File: src/clnws_pkg.sv
// Shared types, constants and tables for the character LCD nibble write sequencer.
package clnws_pkg;

   // request and response payloads
   typedef struct packed {
      logic [1:0] mode;
      logic [7:0] row;
      logic [7:0] col;
      logic [7:0] char_code;
   } req_type;

   typedef struct packed {
      logic       reg_select;
      logic [3:0] nibble;
      logic       last;
   } rsp_type;

   // nibble from the generator towards the output register
   typedef struct packed {
      logic    valid;
      rsp_type data;
   } nib_type;

   // request modes
   localparam logic [1:0] MODE_INIT       = 2'd0;
   localparam logic [1:0] MODE_SET_POS    = 2'd1;
   localparam logic [1:0] MODE_WRITE_CHAR = 2'd2;

   // register select codes
   localparam logic RS_INSTR = 1'b0;
   localparam logic RS_DATA  = 1'b1;

   // configuration register indexes
   localparam int           CSR_INDEX_W   = 1;
   localparam int           CSR_DATA_W    = 1;
   localparam logic [CSR_INDEX_W-1:0] CSR_TWO_LINES = 1'd0;
   localparam logic [CSR_INDEX_W-1:0] CSR_TALL_FONT = 1'd1;

   // display geometry
   localparam int COLS_DEFAULT = 16;
   localparam logic [7:0] WRAP_HOME_COL = 8'd32;
   localparam logic [7:0] ROW_TWO       = 8'd1;

   // instruction bytes
   localparam logic [3:0] NIB_WAKE      = 4'h2;
   localparam logic [7:0] CMD_FUNC_SET  = 8'b0010_0000;
   localparam logic [7:0] FS_TWO_LINES  = 8'b0000_1000;
   localparam logic [7:0] FS_TALL_FONT  = 8'b0000_0100;
   localparam logic [7:0] CMD_DISP_ON   = 8'b0000_1110;
   localparam logic [7:0] CMD_ENTRY     = 8'b0000_0110;
   localparam logic [7:0] CMD_CLEAR     = 8'b0000_0001;
   localparam logic [7:0] CMD_CGRAM     = 8'b0100_0000;
   localparam logic [7:0] CMD_DDRAM     = 8'b1000_0000;
   localparam logic [7:0] ROW_TWO_BASE  = 8'h40;

   // init sequence step layout
   localparam int STEP_W = 6;
   localparam logic [STEP_W-1:0] INIT_GLYPH_STEP = 6'd9;
   localparam logic [STEP_W-1:0] INIT_LAST_STEP  = 6'd44;

   // battery glyph, one row of five pixels per CGRAM address
   function automatic logic [7:0] glyph_row(input logic [3:0] idx);
      logic [7:0] r;
      case (idx)
         4'd0:                         r = 8'h0E;
         4'd1, 4'd7:                   r = 8'h1F;
         4'd2, 4'd3, 4'd4, 4'd5, 4'd6: r = 8'h11;
         default:                      r = 8'h00;
      endcase
      return r;
   endfunction

endpackage

File: src/clnws_req_reg.sv
// Request holding register: keeps one request until the generator is done with it.
module clnws_req_reg (
   input  logic              clock,
   input  logic              reset,
   input  logic              req_valid,
   output logic              req_stall,
   input  clnws_pkg::req_type req_data,
   input  logic              done,
   output logic              item_valid,
   output clnws_pkg::req_type item_data
);

   logic              valid_ff, valid_in;
   clnws_pkg::req_type data_ff;
   logic              accept;

   // a new request may enter in the cycle the held one finishes
   assign req_stall = valid_ff && !done;
   assign accept    = req_valid && !req_stall;

   always_comb begin
      if (accept) begin
         valid_in = 1'b1;
      end else if (done) begin
         valid_in = 1'b0;
      end else begin
         valid_in = valid_ff;
      end
   end

   always_ff @(posedge clock) begin
      if (reset) begin
         valid_ff <= 1'b0;
      end else begin
         valid_ff <= valid_in;
      end
   end

   always_ff @(posedge clock) begin
      if (accept) begin
         data_ff <= req_data;
      end
   end

   assign item_valid = valid_ff;
   assign item_data  = data_ff;

endmodule

File: src/clnws_gen.sv
// Nibble generator: step counter, tracked cursor, config bits and nibble selection.
module clnws_gen #(
   parameter int COLS = clnws_pkg::COLS_DEFAULT
) (
   input  logic                                clock,
   input  logic                                reset,
   input  logic                                csr_we,
   input  logic [clnws_pkg::CSR_INDEX_W-1:0]   csr_index,
   input  logic [clnws_pkg::CSR_DATA_W-1:0]    csr_wdata,
   input  logic                                item_valid,
   input  clnws_pkg::req_type                  item_data,
   input  logic                                take,
   output clnws_pkg::nib_type                  nib,
   output logic                                done
);

   logic                           two_lines_ff, tall_font_ff;
   logic [clnws_pkg::STEP_W-1:0]   step_ff, step_in;
   logic [7:0]                     row_ff, row_in, col_ff, col_in;
   logic [7:0]                     col_inc, new_row, new_col;
   logic                           wrap_cols, wrap_home, wrap;
   logic [7:0]                     cur_row, cur_col, cur_byte;
   logic [7:0]                     fs_byte, init_byte;
   logic [clnws_pkg::STEP_W-1:0]   k_cmd, k_glyph, last_step;
   logic [7:0]                     sel_byte;
   logic                           sel_rs, sel_lo, has_out;
   logic [3:0]                     sel_nib;

   // configuration registers
   always_ff @(posedge clock) begin
      if (reset) begin
         two_lines_ff <= 1'b1;
         tall_font_ff <= 1'b0;
      end else if (csr_we) begin
         case (csr_index)
            clnws_pkg::CSR_TWO_LINES: two_lines_ff <= csr_wdata[0];
            clnws_pkg::CSR_TALL_FONT: tall_font_ff <= csr_wdata[0];
            default: ;
         endcase
      end
   end

   // cursor advance after a character
   assign col_inc   = col_ff + 8'd1;
   assign wrap_cols = (col_inc == 8'(COLS));
   assign wrap_home = !wrap_cols && (col_inc == clnws_pkg::WRAP_HOME_COL);
   assign wrap      = wrap_cols || wrap_home;

   always_comb begin
      if (wrap_cols) begin
         new_col = 8'd0;
         new_row = row_ff + 8'd1;
      end else if (wrap_home) begin
         new_col = 8'd0;
         new_row = 8'd0;
      end else begin
         new_col = col_inc;
         new_row = row_ff;
      end
   end

   // cursor command for the position this request leaves behind
   always_comb begin
      if (item_data.mode == clnws_pkg::MODE_SET_POS) begin
         cur_row = item_data.row;
         cur_col = item_data.col;
      end else begin
         cur_row = new_row;
         cur_col = new_col;
      end
      cur_byte = clnws_pkg::CMD_DDRAM | (cur_col +
                 ((cur_row == clnws_pkg::ROW_TWO) ? clnws_pkg::ROW_TWO_BASE : 8'd0));
   end

   // function set with the configured bits
   assign fs_byte = clnws_pkg::CMD_FUNC_SET
                  | (two_lines_ff ? clnws_pkg::FS_TWO_LINES : 8'd0)
                  | (tall_font_ff ? clnws_pkg::FS_TALL_FONT : 8'd0);

   assign k_cmd   = step_ff - 6'd1;
   assign k_glyph = step_ff - clnws_pkg::INIT_GLYPH_STEP;

   always_comb begin
      case (k_cmd[2:1])
         2'd0:    init_byte = fs_byte;
         2'd1:    init_byte = clnws_pkg::CMD_DISP_ON;
         2'd2:    init_byte = clnws_pkg::CMD_ENTRY;
         default: init_byte = clnws_pkg::CMD_CLEAR;
      endcase
   end

   // byte, register select and half for the current step
   always_comb begin
      sel_byte  = 8'd0;
      sel_rs    = clnws_pkg::RS_INSTR;
      sel_lo    = step_ff[0];
      last_step = 6'd1;
      has_out   = 1'b1;
      unique case (item_data.mode)
         clnws_pkg::MODE_INIT: begin
            last_step = clnws_pkg::INIT_LAST_STEP;
            if (step_ff == 6'd0) begin
               sel_byte = {4'd0, clnws_pkg::NIB_WAKE};
               sel_lo   = 1'b1;
            end else if (step_ff < clnws_pkg::INIT_GLYPH_STEP) begin
               sel_byte = init_byte;
               sel_lo   = k_cmd[0];
            end else begin
               sel_lo = k_glyph[0];
               if (k_glyph[1]) begin
                  sel_rs   = clnws_pkg::RS_DATA;
                  sel_byte = clnws_pkg::glyph_row(k_glyph[5:2]);
               end else begin
                  sel_byte = clnws_pkg::CMD_CGRAM | {4'd0, k_glyph[5:2]};
               end
            end
         end
         clnws_pkg::MODE_SET_POS: begin
            sel_byte = cur_byte;
         end
         clnws_pkg::MODE_WRITE_CHAR: begin
            last_step = wrap ? 6'd3 : 6'd1;
            if (step_ff[1]) begin
               sel_byte = cur_byte;
            end else begin
               sel_rs   = clnws_pkg::RS_DATA;
               sel_byte = item_data.char_code;
            end
         end
         default: begin
            has_out = 1'b0;
         end
      endcase
      sel_nib = sel_lo ? sel_byte[3:0] : sel_byte[7:4];
   end

   assign nib.valid           = item_valid && has_out;
   assign nib.data.reg_select = sel_rs;
   assign nib.data.nibble     = sel_nib;
   assign nib.data.last       = (step_ff == last_step);

   // unused mode is dropped at once
   assign done = item_valid && (!has_out || (take && (step_ff == last_step)));

   // step counter
   always_comb begin
      if (done) begin
         step_in = '0;
      end else if (nib.valid && take) begin
         step_in = step_ff + 6'd1;
      end else begin
         step_in = step_ff;
      end
   end

   // tracked cursor, committed as the request finishes
   always_comb begin
      row_in = row_ff;
      col_in = col_ff;
      if (done) begin
         case (item_data.mode)
            clnws_pkg::MODE_INIT: begin
               row_in = 8'd0;
               col_in = 8'd0;
            end
            clnws_pkg::MODE_SET_POS: begin
               row_in = item_data.row;
               col_in = item_data.col;
            end
            clnws_pkg::MODE_WRITE_CHAR: begin
               row_in = new_row;
               col_in = new_col;
            end
            default: ;
         endcase
      end
   end

   always_ff @(posedge clock) begin
      if (reset) begin
         step_ff <= '0;
         row_ff  <= 8'd0;
         col_ff  <= 8'd0;
      end else begin
         step_ff <= step_in;
         row_ff  <= row_in;
         col_ff  <= col_in;
      end
   end

endmodule

File: src/clnws_out_reg.sv
// Response register: holds one nibble transfer while the receiver stalls.
module clnws_out_reg (
   input  logic               clock,
   input  logic               reset,
   input  clnws_pkg::nib_type nib,
   output logic               take,
   output logic               rsp_valid,
   input  logic               rsp_stall,
   output clnws_pkg::rsp_type rsp_data
);

   logic               valid_ff;
   clnws_pkg::rsp_type data_ff;

   // load whenever empty or the held nibble leaves
   assign take = !valid_ff || !rsp_stall;

   always_ff @(posedge clock) begin
      if (reset) begin
         valid_ff <= 1'b0;
      end else if (take) begin
         valid_ff <= nib.valid;
      end
   end

   always_ff @(posedge clock) begin
      if (take) begin
         data_ff <= nib.data;
      end
   end

   assign rsp_valid = valid_ff;
   assign rsp_data  = data_ff;

endmodule

File: src/char_lcd_nibble_write_sequencer.sv
// Top level of the character LCD nibble write sequencer.
// Requests arrive on req_valid/req_stall with req_data (mode, row, col, char_code).
// Each request turns into nibble transfers on rsp_valid/rsp_stall with rsp_data
// (reg_select, nibble, last); last marks the final nibble of a request.
// csr_we/csr_index/csr_wdata write two_lines (index 0) and tall_font (index 1);
// the user must write them only while the block is idle; the block does not enforce it.
// The first nibble of a request passes through the request register and then the
// response register before it shows on rsp.
// Throughput: one nibble per cycle while rsp_stall is low, set by the single response
// register. A character is sent as 2 nibbles, or 4 when the cursor wraps; set position
// as 2; init as 45; the unused mode is dropped at once with no response.
// The next request is taken in the cycle the previous one issues its last nibble.
// A stall on rsp holds the response register; the generator waits and req_stall
// stays high until the held request can issue its last nibble.
// Reset (synchronous) empties both registers, sets two_lines=1, tall_font=0 and
// homes the tracked cursor to row 0, column 0.
module char_lcd_nibble_write_sequencer #(
   parameter int COLS = clnws_pkg::COLS_DEFAULT
) (
   input  logic                              clock,
   input  logic                              reset,
   input  logic                              req_valid,
   output logic                              req_stall,
   input  clnws_pkg::req_type                req_data,
   output logic                              rsp_valid,
   input  logic                              rsp_stall,
   output clnws_pkg::rsp_type                rsp_data,
   input  logic                              csr_we,
   input  logic [clnws_pkg::CSR_INDEX_W-1:0] csr_index,
   input  logic [clnws_pkg::CSR_DATA_W-1:0]  csr_wdata
);

   logic               item_valid, done, take;
   clnws_pkg::req_type item_data;
   clnws_pkg::nib_type nib;

   clnws_req_reg u_req (
      .clock      (clock),
      .reset      (reset),
      .req_valid  (req_valid),
      .req_stall  (req_stall),
      .req_data   (req_data),
      .done       (done),
      .item_valid (item_valid),
      .item_data  (item_data)
   );

   clnws_gen #(.COLS(COLS)) u_gen (
      .clock      (clock),
      .reset      (reset),
      .csr_we     (csr_we),
      .csr_index  (csr_index),
      .csr_wdata  (csr_wdata),
      .item_valid (item_valid),
      .item_data  (item_data),
      .take       (take),
      .nib        (nib),
      .done       (done)
   );

   clnws_out_reg u_out (
      .clock     (clock),
      .reset     (reset),
      .nib       (nib),
      .take      (take),
      .rsp_valid (rsp_valid),
      .rsp_stall (rsp_stall),
      .rsp_data  (rsp_data)
   );

endmodule

File: config.mk
export PLATFORM = sky130hd
export DESIGN_NAME = char_lcd_nibble_write_sequencer
export DESIGN_NICKNAME = d
export VERILOG_FILES = /design/src/clnws_pkg.sv /design/src/clnws_req_reg.sv /design/src/clnws_gen.sv /design/src/clnws_out_reg.sv /design/src/char_lcd_nibble_write_sequencer.sv
export SDC_FILE = /design/constraint.sdc
export NUM_CORES = 1
export LEC_CHECK = 0
export BUFFER_PORTS_ARGS = -buffer_cell sky130_fd_sc_hd__buf_2
export CAP_MARGIN = 20
export CORE_ASPECT_RATIO = 1.5
export CORE_MARGIN = 3
export CORE_UTILIZATION = 25
export CTS_BUF_LIST = sky130_fd_sc_hd__clkbuf_4
export DETAILED_ROUTE_END_ITERATION = 10
export PLACE_DENSITY = 0.44
export SETUP_SLACK_MARGIN = 0.3
export SLEW_MARGIN = 10
export SYNTH_ARGS = -nofsm -noshare
export SYNTH_HDL_FRONTEND = slang
export SYNTH_SLANG_ARGS = --single-unit
export TNS_END_PERCENT = 30
File: constraint.sdc
create_clock -name clock -period 8.5 [get_ports clock]
set_input_delay 1.7 -clock clock [delete_from_list [all_inputs] [get_ports clock]]
set_output_delay 1.7 -clock clock [all_outputs]
set_load 0.1 [all_outputs]
==> reports/results.ini <==
[outcome]
status = completed

[synth]
synth_top_area_share_pct = 26.86
synthDistinctLibCells = 62
yosys-top-cells-area = edfxtp_1 27%, dfxtp_1 15%, a21oi_1 4.9%
synth_edf_count = 32
yosysTopAreaCell = edfxtp_1
synth-seq-cells = 58
yosysWarnings = 0
synth_top_family_by_area = compound AO/OA/AOI/OAI gates
syn_nets = 448
synthXorXnorAreaFrac_pct = 3.673
yosys.area_share.adder_pct = 4.197
synth_compound_area_share_pct = 23.54
syn_inst = 403
synthArstFlopShare_pct = 0
synth-main-ff-cell = edfxtp_1
synth_area_sq_mm = 0.003577
synth_simple_gate_area_share_pct = 21.37
synth_area_per_cell_sq_um = 8.876
yosysSeqAreaShare_pct = 41.41
synth.area.mux_share_pct = 1.154

[detailed_routing]
first_pass_iters = 5
wl_per_cell_microns = 17.29
drtIter0Drc = 210
ant_nets = 0
vias = 3219
vias_per_cell = 5.159
post-route-drc-count = 0
drt-total-wl_mm = 10.79

[critical_path]
worst_setup_path_end_kind = primary output
cpMostUsedCell = inv_1
critPathRequiredTime_ns = 6.80
critPathMaxStageDelay_ns = 0.57
r2r_setup_slack_ns = 4.85
setup.worst_path.start_class = register
startpoint = u_req.item_data[24]
path_cells = inv_1, ha_1, clkinv_1, nor4_2, xnor2_1, and2_1, a21o_1, inv_1, buf_2
r2r_start = u_gen.step_ff[1]
path_depth = 9
path_max_fanout = 16
crit_type = register to primary output
reg2reg_to = u_out.rsp_data[3]
slowest_stage = ha_1
critPathBufInv = 4
crit_end = req_stall
cp.arrival_ns = 3.61
r2r_cells = 12
crit_family = buffers and inverters

[sta]
rsz0062_at_grt = false
period_share_pct = 62.47
relSlewSlack_pct = 41.34
finalHoldViolCount = 0
setup_viol = 0
skew_ns = 0.01122
worst_slack_ns = 3.190
worst_pin_slew_ns = 0.8798
finalSetupTns_ns = 0
finalMaxSlewViolations = 0
fmax_ghz = 0.1883
min_period_ns = 5.310

[job]
maxCapViolCount = 0

[floorplanning]
fp-row-count = 52
floorplan.initialDensity_pct = 26.06
io_pins = 41
die_w_microns = 103.7
die_area_sq_mm = 0.01581
core_area_sq_mm = 0.01373
die-height_microns = 152.5

[layout]
areaGrowthSynthToFinish_pct = 14.06
final_layout_size_suffix_gt1_share_pct = 14.98
n_fill_cell = 1486
nets = 474

[clock_network]
cts_resized = 0
cts-buffers-inserted = 9
cts.root.buffer_cell = clkbuf_4
max-clock-path-buffers = 2
insertion_delay_ns = 0.43
htree_levels = 3
cts_tree = done
clock_sinks = 58
post-cts-setup-buffers = 0
cts_hold_buf = 0
clkTransAtPathRegs_ns = 0.11

[power_and_ir_drop]
vdd_ir_drop_max_mv = 0.06669
power.density_mw_per_mm2 = 168.4
power.total_mw = 0.6871
p_leak_nw = 1.470

[global_routing]
gr-total-overflow = 0
grt_pass1_vias = 3229
grt_pass1_wl_mm = 17.13
antenna_found_initial = 1
grt_max_degree = 27
grt_usage_pct = 13.85

[placement]
post-dp-hpwl_mm = 8.147
io_buffers = 40
place_congestion = 0.8585
dpl_worst_slack_ns = 3.710

[hold_path]
hold_class = register to register

## layout by cell type (no fill, tap or decap), types with 3 or more instances in the layout
cell / instances
inv_1: 13
a22oi_1: 4
nand4_1: 7
buf_2: 40
and2_1: 5
mux2i_1: 3
a211o_1: 6
a32o_1: 3
a31oi_1: 7
dfxtp_1: 26
o211ai_1: 8
a2111oi_0: 3
clkinv_4: 3
nand3_1: 30
nor2_1: 24
o21ai_0: 15
edfxtp_1: 32
and3_1: 3
a21o_1: 4
nor2b_1: 5
nand2_1: 42
o31ai_1: 4
a22o_1: 9
nor3_1: 11
a21oi_1: 35
clkbuf_4: 9
a221oi_1: 4
nand2b_1: 6
xnor2_1: 10
ha_1: 12
a211oi_1: 3
xor2_1: 5
## state kept, by name, indices dropped and copies added, names as in the netlist
register,cells
u_gen.row_ff,8
u_gen.step_ff,6
u_req.item_data,26
u_gen.two_lines_ff,1
u_req.item_valid,1
u_out.rsp_data,6
u_gen.tall_font_ff,1
u_gen.col_ff,8
u_out.rsp_valid,1
## metal layers
layer	wire length [microns]	vias up	track usage (%)
li1	-	1564	-
met1	4218	1548	14.54
met2	5722	80	25.47
met3	392	27	2.925
met4	455	0	7.795
met5	0	-	0
## cell usage after synthesis, types with 4 or more instances
cell and count:
clkbuf_1 16, o31ai_1 4, xnor2_1 10, nor2_1 24, a22oi_1 4, a211o_1 6, a22o_1 9, nor3_1 11
dfxtp_1 26, inv_1 13, nand3_1 30, nand4_1 7, a31oi_1 7, nand2b_1 6, and2_1 5, edfxtp_1 32
buf_2 7, nand2_1 42, a221oi_1 4, a21o_1 4, nor2b_1 5, xor2_1 5, o211ai_1 8, a21oi_1 35
ha_1 12, o21ai_0 15
## worst min-delay path: cells and delay by family, from the launching register on
family | cells | cell delay, ns
DFF | 1 | 0.35
and+or+nand+nor | 1 | 0.06
AOI/OAI and AO/OA | 1 | 0.05
## metrics by stage
| step | cells | hold slack, ns | area (sq um) | utilization (%) |
|---|---|---|---|---|
| global placement | 607 | 0.4779 | 3908 | 28.46 |
| global route | 624 | 0.5237 | 4080 | 29.72 |
| CTS | 623 | 0.4929 | 4078 | 29.70 |
| detailed placement | 607 | 0.4754 | 3908 | 28.46 |
| floorplan | 403 | 0.4367 | 3577 | - |
| finish | 624 | 0.4912 | 4080 | 29.72 |
## cell families (layout without fill, tap and decap cells)
group | after synthesis | count (layout)
flip-flops | 58 | 58
multiplexers | 4 | 4
other | 0 | 1
AND/OR/NAND/NOR | 151 | 151
AO/OA/AOI/OAI | 123 | 123
adder cells (fa/ha/maj) | 12 | 12
XOR/XNOR | 15 | 15
buffers and inverters | 40 | 71
## cell type report
class                      instances  area [sq um]  area share [%]
clock buffer                       9         67.56           1.656
timing repair buffer              41         207.7           5.090
sequential                        58          1481           36.31
inverter                          14         52.55           1.288
clock inverter                     7         102.6           2.515
antenna                            1         2.502         0.06133
multi-input combinational        305          1929           47.29
tap                              189         236.5           5.796
## worst min path at each step
stage,startpoint,slack [ns],depth (start not counted),to
2_1_floorplan,u_gen.tall_font_ff,0.44,2,u_gen.tall_font_ff
3_3_place_gp,u_gen.tall_font_ff,0.48,2,u_gen.tall_font_ff
3_5_place_dp,u_gen.tall_font_ff,0.48,2,u_gen.tall_font_ff
4_1_cts,u_gen.tall_font_ff,0.49,2,u_gen.tall_font_ff
5_1_grt,u_gen.tall_font_ff,0.52,2,u_gen.tall_font_ff
6_report,u_gen.tall_font_ff,0.49,2,u_gen.tall_font_ff
## power by group
group / switching (mW) / internal (mW)
sequential: 0.0100 / 0.314
clock: 0.118 / 0.121
combinational: 0.0909 / 0.0334
total: 0.219 / 0.468
Note: power is estimated with default switching activity, not from simulation.
